File: src/stereo_linear_downsampler_top_macros.svh
// Assertion macros shared by the stereo linear downsampler modules.
// Included by the module files that carry concurrent checks; no other dependencies.
`ifndef STEREO_LINEAR_DOWNSAMPLER_TOP_MACROS_SVH
`define STEREO_LINEAR_DOWNSAMPLER_TOP_MACROS_SVH

// Same-cycle implication, disabled during reset.
`define SLD_ASSERT_NOW(label, clk, rst, ante, cons) \
   label: assert property (@(posedge clk) disable iff (rst) (ante) |-> (cons)) \
      else $error("sld check failed");

// Next-cycle implication, disabled during reset.
`define SLD_ASSERT_NEXT(label, clk, rst, ante, cons) \
   label: assert property (@(posedge clk) disable iff (rst) (ante) |=> (cons)) \
      else $error("sld check failed");

`endif

File: src/sld_pkg.sv
// Package for the stereo linear downsampler: widths, reset constants and the
// stage record passed from the phase tracker to the interpolator. No dependencies.
package sld_pkg;

   localparam int SAMPLE_W = 16;
   localparam int PHASE_W  = 16;
   localparam int STEP_W   = 18;
   localparam int SKIP_W   = 2;
   localparam int CARRY_W  = 3;

   localparam logic [PHASE_W:0]  ONE_Q16    = 17'h10000;
   localparam logic [STEP_W-1:0] STEP_RESET = 18'h10000;

   // One sample pair with its neighbor and the phase between them.
   typedef struct packed {
      logic [SAMPLE_W-1:0] prev_left;
      logic [SAMPLE_W-1:0] prev_right;
      logic [SAMPLE_W-1:0] cur_left;
      logic [SAMPLE_W-1:0] cur_right;
      logic [PHASE_W-1:0]  phase;
   } sld_stage_type;

endpackage

File: src/sld_phase.sv
// Phase tracker: step register, previous sample, fractional phase, skip count
// and the stage register feeding the interpolator. Depends on sld_pkg and the macros.
`include "stereo_linear_downsampler_top_macros.svh"
module sld_phase (
   input  logic                         clock,
   input  logic                         reset,
   input  logic                         csr_wr_en,
   input  logic [sld_pkg::STEP_W-1:0]   csr_wr_data,
   input  logic                         accept,
   input  logic [sld_pkg::SAMPLE_W-1:0] src_left,
   input  logic [sld_pkg::SAMPLE_W-1:0] src_right,
   input  logic                         advance,
   output logic                         stage_valid,
   output sld_pkg::sld_stage_type       stage
);
   import sld_pkg::*;

   logic [STEP_W-1:0]   step_ff;
   logic [STEP_W-1:0]   step_in;
   logic [SAMPLE_W-1:0] prev_left_ff, prev_left_in;
   logic [SAMPLE_W-1:0] prev_right_ff, prev_right_in;
   logic [PHASE_W-1:0]  phase_ff, phase_in;
   logic [SKIP_W-1:0]   skip_ff, skip_in;
   logic                stage_valid_ff, stage_valid_in;
   sld_stage_type       stage_ff, stage_in;
   logic                emit;
   logic [STEP_W:0]     phase_sum;
   logic [CARRY_W-1:0]  carry;

   assign emit      = accept && (skip_ff == '0);
   assign phase_sum = {3'b000, phase_ff} + {1'b0, step_ff};
   assign carry     = phase_sum[STEP_W:PHASE_W];

   always_comb begin
      step_in        = csr_wr_en ? csr_wr_data : step_ff;
      prev_left_in   = prev_left_ff;
      prev_right_in  = prev_right_ff;
      phase_in       = phase_ff;
      skip_in        = skip_ff;
      stage_in       = stage_ff;
      stage_valid_in = stage_valid_ff && !advance;
      if (accept) begin
         prev_left_in  = src_left;
         prev_right_in = src_right;
      end
      if (emit) begin
         stage_in.prev_left  = prev_left_ff;
         stage_in.prev_right = prev_right_ff;
         stage_in.cur_left   = src_left;
         stage_in.cur_right  = src_right;
         stage_in.phase      = phase_ff;
         stage_valid_in      = 1'b1;
         phase_in            = phase_sum[PHASE_W-1:0];
         // carry of zero means phase plus step stays below one: no skip
         skip_in = (carry == '0) ? '0 : SKIP_W'(carry - CARRY_W'(1));
      end else if (accept) begin
         skip_in = skip_ff - SKIP_W'(1);
      end
   end

   always_ff @(posedge clock) begin
      if (reset) begin
         step_ff        <= STEP_RESET;
         prev_left_ff   <= '0;
         prev_right_ff  <= '0;
         phase_ff       <= '0;
         skip_ff        <= '0;
         stage_valid_ff <= 1'b0;
      end else begin
         step_ff        <= step_in;
         prev_left_ff   <= prev_left_in;
         prev_right_ff  <= prev_right_in;
         phase_ff       <= phase_in;
         skip_ff        <= skip_in;
         stage_valid_ff <= stage_valid_in;
      end
   end

   always_ff @(posedge clock) begin
      stage_ff <= stage_in;
   end

   assign stage_valid = stage_valid_ff;
   assign stage       = stage_ff;

   `SLD_ASSERT_NEXT(a_skip_counts_down, clock, reset, accept && (skip_ff != '0), skip_ff == $past(skip_ff) - SKIP_W'(1))
   `SLD_ASSERT_NEXT(a_skip_no_stage, clock, reset, accept && (skip_ff != '0) && !stage_valid_ff, !stage_valid_ff)
   `SLD_ASSERT_NEXT(a_step_written, clock, reset, csr_wr_en, step_ff == $past(csr_wr_data))

endmodule

File: config.mk
export PLATFORM = sky130hd
export DESIGN_NAME = sld_phase
export DESIGN_NICKNAME = d
export VERILOG_FILES = /design/src/sld_pkg.sv /design/src/sld_phase.sv
export VERILOG_INCLUDE_DIRS = /design/src /design/src/src
export SDC_FILE = /design/constraint.sdc
export NUM_CORES = 1
export LEC_CHECK = 0
export ABC_AREA = 1
export BUFFER_PORTS_ARGS = -buffer_cell sky130_fd_sc_hd__buf_2
export CAP_MARGIN = 30
export CORE_ASPECT_RATIO = 0.7
export CORE_MARGIN = 2
export CORE_UTILIZATION = 50
export CTS_BUF_LIST = sky130_fd_sc_hd__clkbuf_8
export DETAILED_ROUTE_END_ITERATION = 12
export PLACE_DENSITY = 0.81
export SETUP_SLACK_MARGIN = 0.02
export SYNTH_ARGS = -nofsm -noshare
export SYNTH_HDL_FRONTEND = slang
export SYNTH_SLANG_ARGS = --single-unit
File: constraint.sdc
create_clock -name clock -period 2 [get_ports clock]
set_clock_uncertainty 0.15 [all_clocks]
set_input_delay 0.4 -clock clock [delete_from_list [all_inputs] [get_ports clock]]
set_output_delay 0.4 -clock clock [all_outputs]
set_load 0.005 [all_outputs]
==> results.toml, run 1 <==
[floorplanning]
die-area_um2 = 12390
die_x_um = 132.2
io_pins = 136
die_y_um = 93.73
start_util_pct = 51.66
core-area_um2 = 11130
rows = 32

[finish]
final_cell_mix = "buf_2, nor2_1, edfxtp_1, o21ai_0, dfxtp_1"
diodes = 0
syn_to_final_growth_pct = 32.62
layout.nets = 817
fill_cells = 873
drive_gt1_share_pct = 33.16
final_common_cell = "buf_2"

[yosys]
yosysSeqAreaShare_pct = 65.80
netlist_instances = 555
ys_types = 31
synthesis.area_um2 = 5751
yosys_warnings = 0
avgSynthCellArea_um2 = 10.36
syn-num-nets = 628
synth.ff_latch_count = 149

[placed_design]
gp_congestion = 0.8799
hpwl_um = 8468
io_buffers = 135

[sta]
tns_ps = -23.26
fin_crit_ps = 2023
finalCritPeriodShare_pct = 101.2
hold_viol_final = 0
fin_ws_ps = -23.26
rsz0062_at_grt = "yes"
slew_violations = 0
setup_viol = 1
slew_headroom_pct = 72.33
fmax_mhz = 494.3
worstMarginPinSlew_ps = 415.0

[route]
drt-initial-drc-count = 262
wl_per_cell_um = 14.69
dr.max_layer_used = "met5"
ant_nets = 0
drt-met1-wl_um = 5797
wl_met3_um = 842
totalWireLength_um = 13370
viasPerCell = 4.995
drc = 0
vias = 4545
first_pass_iters = 5
met2_length_um = 6493

[pwr]
ir_worst_vdd_uv = 510.3
p_per_area_nw_per_um2 = 918.6
p_leak_nw = 3.418
total_power_w = 0.007005

[grt]
grtUsageTotal_pct = 21.99
grt_pass1_wl_um = 21220
antenna_found_initial = 1
overflow = 0
grt_max_degree = 59
grt_pass1_vias = 4384

[setup_path]
ff2ff_setup_slack_ps = -20
arrival_ps = 2210
startpoint_type = "flip-flop"
cp.required_ps = 2180
cp-end-kind = "flip-flop"
path_max_fanout = 2
crit_type = "reg -> reg"

[cts]
cts_sinks = 149
clk_pin_slew_ps = 90
htree_levels = 4
cts_made_buffers = 17
clock_path_buffers = 2
cts_tree = "done"
insertion_delay_ps = 440
clockRootBuffer = "clkbuf_8"

[status]
status = "finished with violations"
violations = "setup timing"

[flow_run]
maxCapViolCount = 0

[hold_path]
hp-class = "in -> reg"
-- critical path: stages (launching register included) --
cell,delay [ps]
dfxtp_2,340
ha_4,160
fa_2,350
nand2_2,70
nand2_2,60
and2_4,150
nand2_2,50
nand2_2,60
nand2_2,60
nand2_2,50
nand2_1,60
nand2_1,60
a21oi_1,120
o21ai_1,80
nand2_1,60
inv_1,40
-- routing by layer --
layer / up-vias / GRT usage (%)
li1: 2222 / -
met1: 2119 / 27.46
met2: 176 / 37.33
met3: 26 / 5.717
met4: 2 / 8.154
met5: - / 0
-- Yosys cell counts --
library cell | instances | share of area (%)
nand3_2 | 1 | 0.17
a21oi_2 | 3 | 0.46
clkbuf_8 | 1 | 0.24
clkinv_1 | 2 | 0.13
a21oi_1 | 16 | 1.4
inv_1 | 39 | 2.5
nand4_1 | 2 | 0.22
inv_2 | 2 | 0.13
nor4_1 | 1 | 0.11
ha_1 | 17 | 3.7
clkbuf_1 | 16 | 1.0
or2_1 | 1 | 0.11
o21ai_1 | 4 | 0.35
nor2_1 | 134 | 8.7
o211ai_1 | 1 | 0.13
nand2_1 | 58 | 3.8
o21ai_0 | 66 | 5.7
xor2_1 | 7 | 1.1
dfxtp_1 | 69 | 24
nor3_2 | 1 | 0.17
a31oi_1 | 2 | 0.22
edfxtp_1 | 80 | 42
a31o_2 | 1 | 0.15
a31o_1 | 1 | 0.15
nand2_2 | 13 | 1.4
and2_4 | 1 | 0.15
buf_2 | 1 | 0.087
nor2_2 | 1 | 0.11
nand3_1 | 10 | 0.87
xnor2_1 | 3 | 0.46
fa_1 | 1 | 0.35
-- stage by stage --
stage	std cells	instance area (µm²)	util, %	worst slack [ps]	hold WS (ps)
final	910	7626	68.51	-23.26	27.75
after global routing	910	7626	68.51	-121.1	5.963
after CTS	905	7421	66.67	16.67	6.254
after detailed placement	841	6688	60.08	-30.88	260.2
after global placement	841	6688	60.08	-0.3620	256.7
after floorplan	555	5753	-	65.69	252.9
-- layout make-up --
cell class / instances / area, µm² / area share [%]
Clock buffer: 17 / 234.0 / 3.068
Clock inverter: 15 / 143.9 / 1.887
Inverter: 43 / 162.7 / 2.133
Multi-Input combinational cell: 345 / 1919 / 25.17
Sequential cell: 149 / 3799 / 49.81
Tap cell: 153 / 191.4 / 2.510
Timing Repair Buffer: 188 / 1176 / 15.42
-- power by group --
| group | switching [W] | total, W | internal, W |
|---|---|---|---|
| Clock | 0.00121 | 0.00222 | 0.00101 |
| Combinational | 0.000613 | 0.00109 | 0.000479 |
| Sequential | 0.000135 | 0.00369 | 0.00356 |
| Total | 0.00196 | 0.00700 | 0.00505 |
-- state kept, by name, indices dropped and copies added (netlist names) --
register	cells
prev_right_ff	16
prev_left_ff	16
stage	80
phase_ff	16
skip_ff	2
step_ff	18
stage_valid	1
-- repair_timing --
action / 4_1_cts / 5_1_grt
hold buffers: 30 / 1
pin swaps: 1 / 4
resized for setup: 9 / 38
hold endpoints to repair: 30 / 1
setup endpoints to repair: 6 / 8
setup buffers: 2 / 4
-- logic make-up after synthesis --
logic type / share of synthesized area [%]
adder cells (fa/ha/maj): 4.047
XOR/XNOR: 1.523
AO/OA/AOI/OAI: 8.595
AND/OR/NAND/NOR: 15.86
buffers and inverters: 4.178
flip-flops: 65.80
-- final timing paths --
check                    start           end  cells after the start
max                phase_ff[0]  phase_ff[14]                     15
max reg2reg        phase_ff[0]  phase_ff[14]                     15
min               src_right[6]     stage[22]                      1
min reg2reg  prev_right_ff[15]     stage[63]                      0
(Power assumes the default switching activity.)
==> inputs of run 2 (changes only) <==
- PLACE_DENSITY: 0.81 -> 0.78
==> run 2 against run 1 <==
The flow still finishes with violations (setup timing); wire length up 3.1%; clock power up 2%; largest power group unchanged; final area up 0.56%; die area unchanged; flip-flop and latch count unchanged; largest cell class unchanged; maximum frequency up 0.59%; register-to-register slack about the same; sequential share of layout area down 0.26 points; first-iteration DRC count down 4.6%.
==> results.toml, run 2 (synthesized netlist as in run 1, its figures left out) <==
[status]
status = "finished with violations"
violations = "setup timing"

[sta]
hold_viol_final = 0
slew_violations = 0
fmax_mhz = 497.2
worstMarginPinSlew_ps = 386.5
fin_ws_ps = -11.33
rsz0062_at_grt = "yes"
setup_viol = 1
finalCritPeriodShare_pct = 100.6
slew_headroom_pct = 74.24
fin_crit_ps = 2011
tns_ps = -11.33

[placed_design]
pre_cts_ws_ps = -49.76
io_buffers = 135
hpwl_um = 8467
gp_congestion = 0.9634
detailed_place.area_um2 = 6680

[setup_path]
r2r-start = "step_ff[0]"
arrival_ps = 2190
ff2ff_setup_slack_ps = -10
crit_type = "reg -> reg"
path_max_fanout = 2
ff2ff_path_depth = 15
cp.required_ps = 2180
r2r-end = "phase_ff[14]"
startpoint_type = "flip-flop"
cp-end-kind = "flip-flop"

[finish]
layout.nets = 818
fill_cells = 860
syn_to_final_growth_pct = 33.36
final_common_cell = "buf_2"
largest_reg_flops = 80
final_cell_mix = "buf_2, nor2_1, edfxtp_1, o21ai_0, dfxtp_1"
diodes = 0
drive_gt1_share_pct = 33.25
final_cell_area_um2 = 7669

[cts]
htree_levels = 4
clock_path_buffers = 2
cts_tree = "done"
insertion_delay_ps = 430
cts_sinks = 149
cts_made_buffers = 17
clk_pin_slew_ps = 90
clockRootBuffer = "clkbuf_8"

[floorplanning]
core-area_um2 = 11130
die-area_um2 = 12390
io_pins = 136
start_util_pct = 51.66
rows = 32
die_y_um = 93.73
die_x_um = 132.2

[pwr]
ir_worst_vdd_uv = 594.7
p_per_area_nw_per_um2 = 922.0
p_leak_nw = 3.429
total_power_w = 0.007070

[grt]
grtUsageTotal_pct = 21.93
globalRoute.busiestLayer = "met2"
grt_pass1_vias = 4423
grt_use_met2_pct = 37.07
antenna_found_initial = 0
grt_max_degree = 59
use_met3_pct = 5.448
grt_pass1_wl_um = 21340
met1_usage_pct = 28.09
overflow = 0

[route]
ant_nets = 0
wl_per_cell_um = 15.13
totalWireLength_um = 13780
first_pass_iters = 5
drt-initial-drc-count = 250
vias = 4529
drc = 0
viasPerCell = 4.971

[flow_run]
maxCapViolCount = 0

[hold_path]
min_path_cells = 3
whs_endpoint = "step_ff[10]"
min_from = "csr_wr_data[10]"
hp-class = "in -> reg"
## run 2: cell count changes in the layout (fill, tap and decap cells not counted), moves of 2 or more
cell | before | now
o21ai_1 | 6 | 4
nand2_1 | 53 | 55
nor2_2 | 3 | 1
clkinv_4 | 1 | 3
nand2_2 | 18 | 16
ha_1 | 6 | 4
clkinvlp_4 | 4 | 2
ha_4 | 8 | 10
## run 2: cell type report
type	instances	area (µm²)	area share [%]
multi-input cells	345	1937	25.26
well taps	153	191.4	2.496
repair buffers	189	1186	15.47
flip-flops and latches	149	3800	49.55
inverters	43	162.7	2.121
clock buffers	18	247.7	3.231
clock inverters	14	143.9	1.876
## run 2: timing repair
action	in CTS	in global routing
buffers inserted	2	5
hold buffers	31	1
resized for setup	7	39
hold endpoints to repair	31	1
setup endpoints to repair	7	12
pin swaps	2	6
## run 2: worst max-delay path by stage
stage	startpoint	end	slack, ps	depth (start not counted)
after floorplan	step_ff[0]	phase_ff[14]	70	15
after global placement	step_ff[0]	phase_ff[14]	20	15
after detailed placement	step_ff[0]	phase_ff[14]	-50	15
after CTS	step_ff[0]	phase_ff[14]	-30	15
after global routing	phase_ff[9]	skip_ff[1]	-130	13
final	step_ff[0]	phase_ff[14]	-10	15
## run 2: power breakdown
part	internal (W)	leakage, nW	switching, W
Clock	0.00105	0.195	0.00121
Combinational	0.000491	1.88	0.000621
Sequential	0.00356	1.36	0.000144
## run 2: critical path, stage by stage (launching register included)
cell and delay, ps:
dfxtp_2 350, ha_4 160, fa_2 350, nand2_1 70, nand2_1 60, and2_4 140, nand2_2 50, nand2_2 60
nand2_2 60, nand2_2 60, nand2_1 60, nand2_1 60, a21oi_1 120, o21ai_1 80, nand2_1 60, inv_1 30
## run 2: through the flow
stage | hold slack, ps | util (%) | cells
4_1_cts | 2.940 | 66.69 | 905
5_1_grt | 25.51 | 68.90 | 911
6_report | 43.09 | 68.90 | 911
3_5_place_dp | 260.4 | 60.02 | 840
3_3_place_gp | 257.0 | 60.02 | 840
2_1_floorplan | 252.9 | - | 555
## run 2: metal layers
metal	share of wire, %	vias up
met5	0	-
met4	1.1	0
met3	5.7	14
met2	49	149
met1	44	2141
li1	-	2225
==> inputs of run 3 (changes only) <==
- SETUP_SLACK_MARGIN: 0.02 -> 0.1
==> run 3 against run 2 <==
The flow still finishes with violations (setup timing); final cell count grew 0.55%; hold slack got worse by 8.2 ps; register-to-register slack got worse by 30 ps; die area unchanged; maximum frequency shrank 1.5%; first-iteration DRC count up 3.6%; setup slack worse by 30 ps; clock power shrank 8%; critical endpoint is now phase_ff[10].
==> results.toml, run 3 (synthesized netlist as in run 1, its figures left out) <==
[cts]
insertion_delay_ps = 430
clock_path_buffers = 2
htree_levels = 4
cts_made_buffers = 17
cts_sinks = 149
cts_tree = "done"
clockRootBuffer = "clkbuf_8"
clk_pin_slew_ps = 90

[finish]
layout.nets = 823
drive_gt1_share_pct = 37.22
final-instance-count-excl-fill = 916
largest_reg_flops = 80
utilization_pct = 69.84
final_common_cell = "buf_2"
final_cell_mix = "buf_2, nor2_1, edfxtp_1, o21ai_0, nand2_1"
diodes = 0
fill_cells = 825
syn_to_final_growth_pct = 35.18

[hold_path]
min_from = "csr_wr_data[4]"
hp-class = "in -> reg"

[route]
first_pass_iters = 5
wl_per_cell_um = 14.76
viasPerCell = 4.945
totalWireLength_um = 13520
drc = 0
vias = 4530
drt-initial-drc-count = 259
ant_nets = 0

[setup_path]
crit_start = "step_ff[0]"
ff2ff_setup_slack_ps = -40
arrival_ps = 2220
cp.required_ps = 2180
path_max_fanout = 2
startpoint_type = "flip-flop"
slowest_stage = "dfxtp_2"
crit_chain = "ha_4 > fa_2 > nand2_1 > nand2_2 > and2_4 > nand2_2 > nand2_2 > nand2_2 > nand2_2 > buf_4 > xor2_1 > o21ai_1 > inv_1"
crit_type = "reg -> reg"
worst_path_most_repeated_cell = "nand2_2"
slowest_delay_ps = 340
crit_family = "adder cells"
critPathBufInv = 2
cp-end-kind = "flip-flop"
r2r-start = "step_ff[0]"

[flow_run]
maxCapViolCount = 0

[pwr]
ir_worst_vdd_uv = 615.0
p_per_area_nw_per_um2 = 895.0
p_leak_nw = 3.431

[floorplanning]
rows = 32
die-area_um2 = 12390
core-area_um2 = 11130
die_y_um = 93.73
start_util_pct = 51.66
die_x_um = 132.2
io_pins = 136

[grt]
antenna_found_initial = 1
grt_pass1_vias = 4454
grtUsageTotal_pct = 21.59
grt_max_degree = 48
overflow = 0
grt_pass1_wl_um = 20970

[placed_design]
gp_congestion = 0.9150
hpwl_um = 8736
dp.cells = 842
io_buffers = 135
pre_cts_ws_ps = 1.608

[sta]
fin_ws_ps = -41.30
rsz0062_at_grt = "yes"
hold_viol_final = 0
tns_ps = -71.78
setup_viol = 2
slew_headroom_pct = 72.89
finalCritPeriodShare_pct = 102.1
worstMarginPinSlew_ps = 406.6
fmax_mhz = 489.9
slew_violations = 0
fin_crit_ps = 2041

[status]
status = "finished with violations"
violations = "setup timing"
run 3: cell count changes in the layout (fill, tap and decap cells not counted), moves of 4 or more:
cell / delta
dfxtp_1: -12
dfxtp_2: +11
buf_4: +7
ha_4: +5
nand2_1: -5
o21ai_1: +5
a21oi_2: +4
clkinvlp_4: +4
o21ai_0: -4
run 3: final cells by class:
| cell class | instances | area (µm²) | area share, % |
|---|---|---|---|
| clock inverter | 15 | 125.1 | 1.610 |
| tap | 153 | 191.4 | 2.463 |
| clock buffer | 17 | 234.0 | 3.010 |
| timing repair buffer | 194 | 1209 | 15.55 |
| inverter | 43 | 165.2 | 2.125 |
| sequential | 149 | 3817 | 49.11 |
| multi-input combinational | 345 | 2032 | 26.14 |
run 3: routing by layer:
layer | GRT usage [%] | up-vias | routed length [µm]
met1 | 27.20 | 2111 | 5963
met4 | 7.348 | 2 | 156
met5 | 0 | - | 17
met2 | 35.98 | 168 | 6502
met3 | 6.472 | 15 | 877
li1 | - | 2234 | -
run 3: worst min-delay path: cells and delay by family:
| family | cells | cell delay, ps |
|---|---|---|
| AND/OR/NAND/NOR | 2 | 110 |
| buffers and inverters | 1 | 70 |
run 3: power breakdown:
| part | internal [W] | switching (W) |
|---|---|---|
| Sequential | 0.00356 | 0.000145 |
| Combinational | 0.000521 | 0.000634 |
| Clock | 0.000885 | 0.00121 |
run 3: final timing paths:
path,end,cells after the start
max,phase_ff[10],13
min,step_ff[4],3
max reg2reg,phase_ff[10],13
min reg2reg,stage[59],0
run 3: per-stage QoR:
stage                     total power, W  hold WS (ps)  cell area (µm²)
final                           0.006957         34.88             7774
after global routing            0.007283         2.665             7774
after CTS                       0.006882         6.364             7526
after detailed placement        0.004686         259.7             6685
after global placement          0.004645         257.1             6685
after floorplan                 0.004265         252.9             5756
run 3: what timing repair did:
action                                  4_1_cts  5_1_grt
gates resized for setup                      19       61
buffers inserted                              5        6
cloned                                        0        0
endpoints found under the hold margin        31        0
endpoints found under the setup margin        8       12
pin swaps                                     3       16
hold buffers                                 31        0
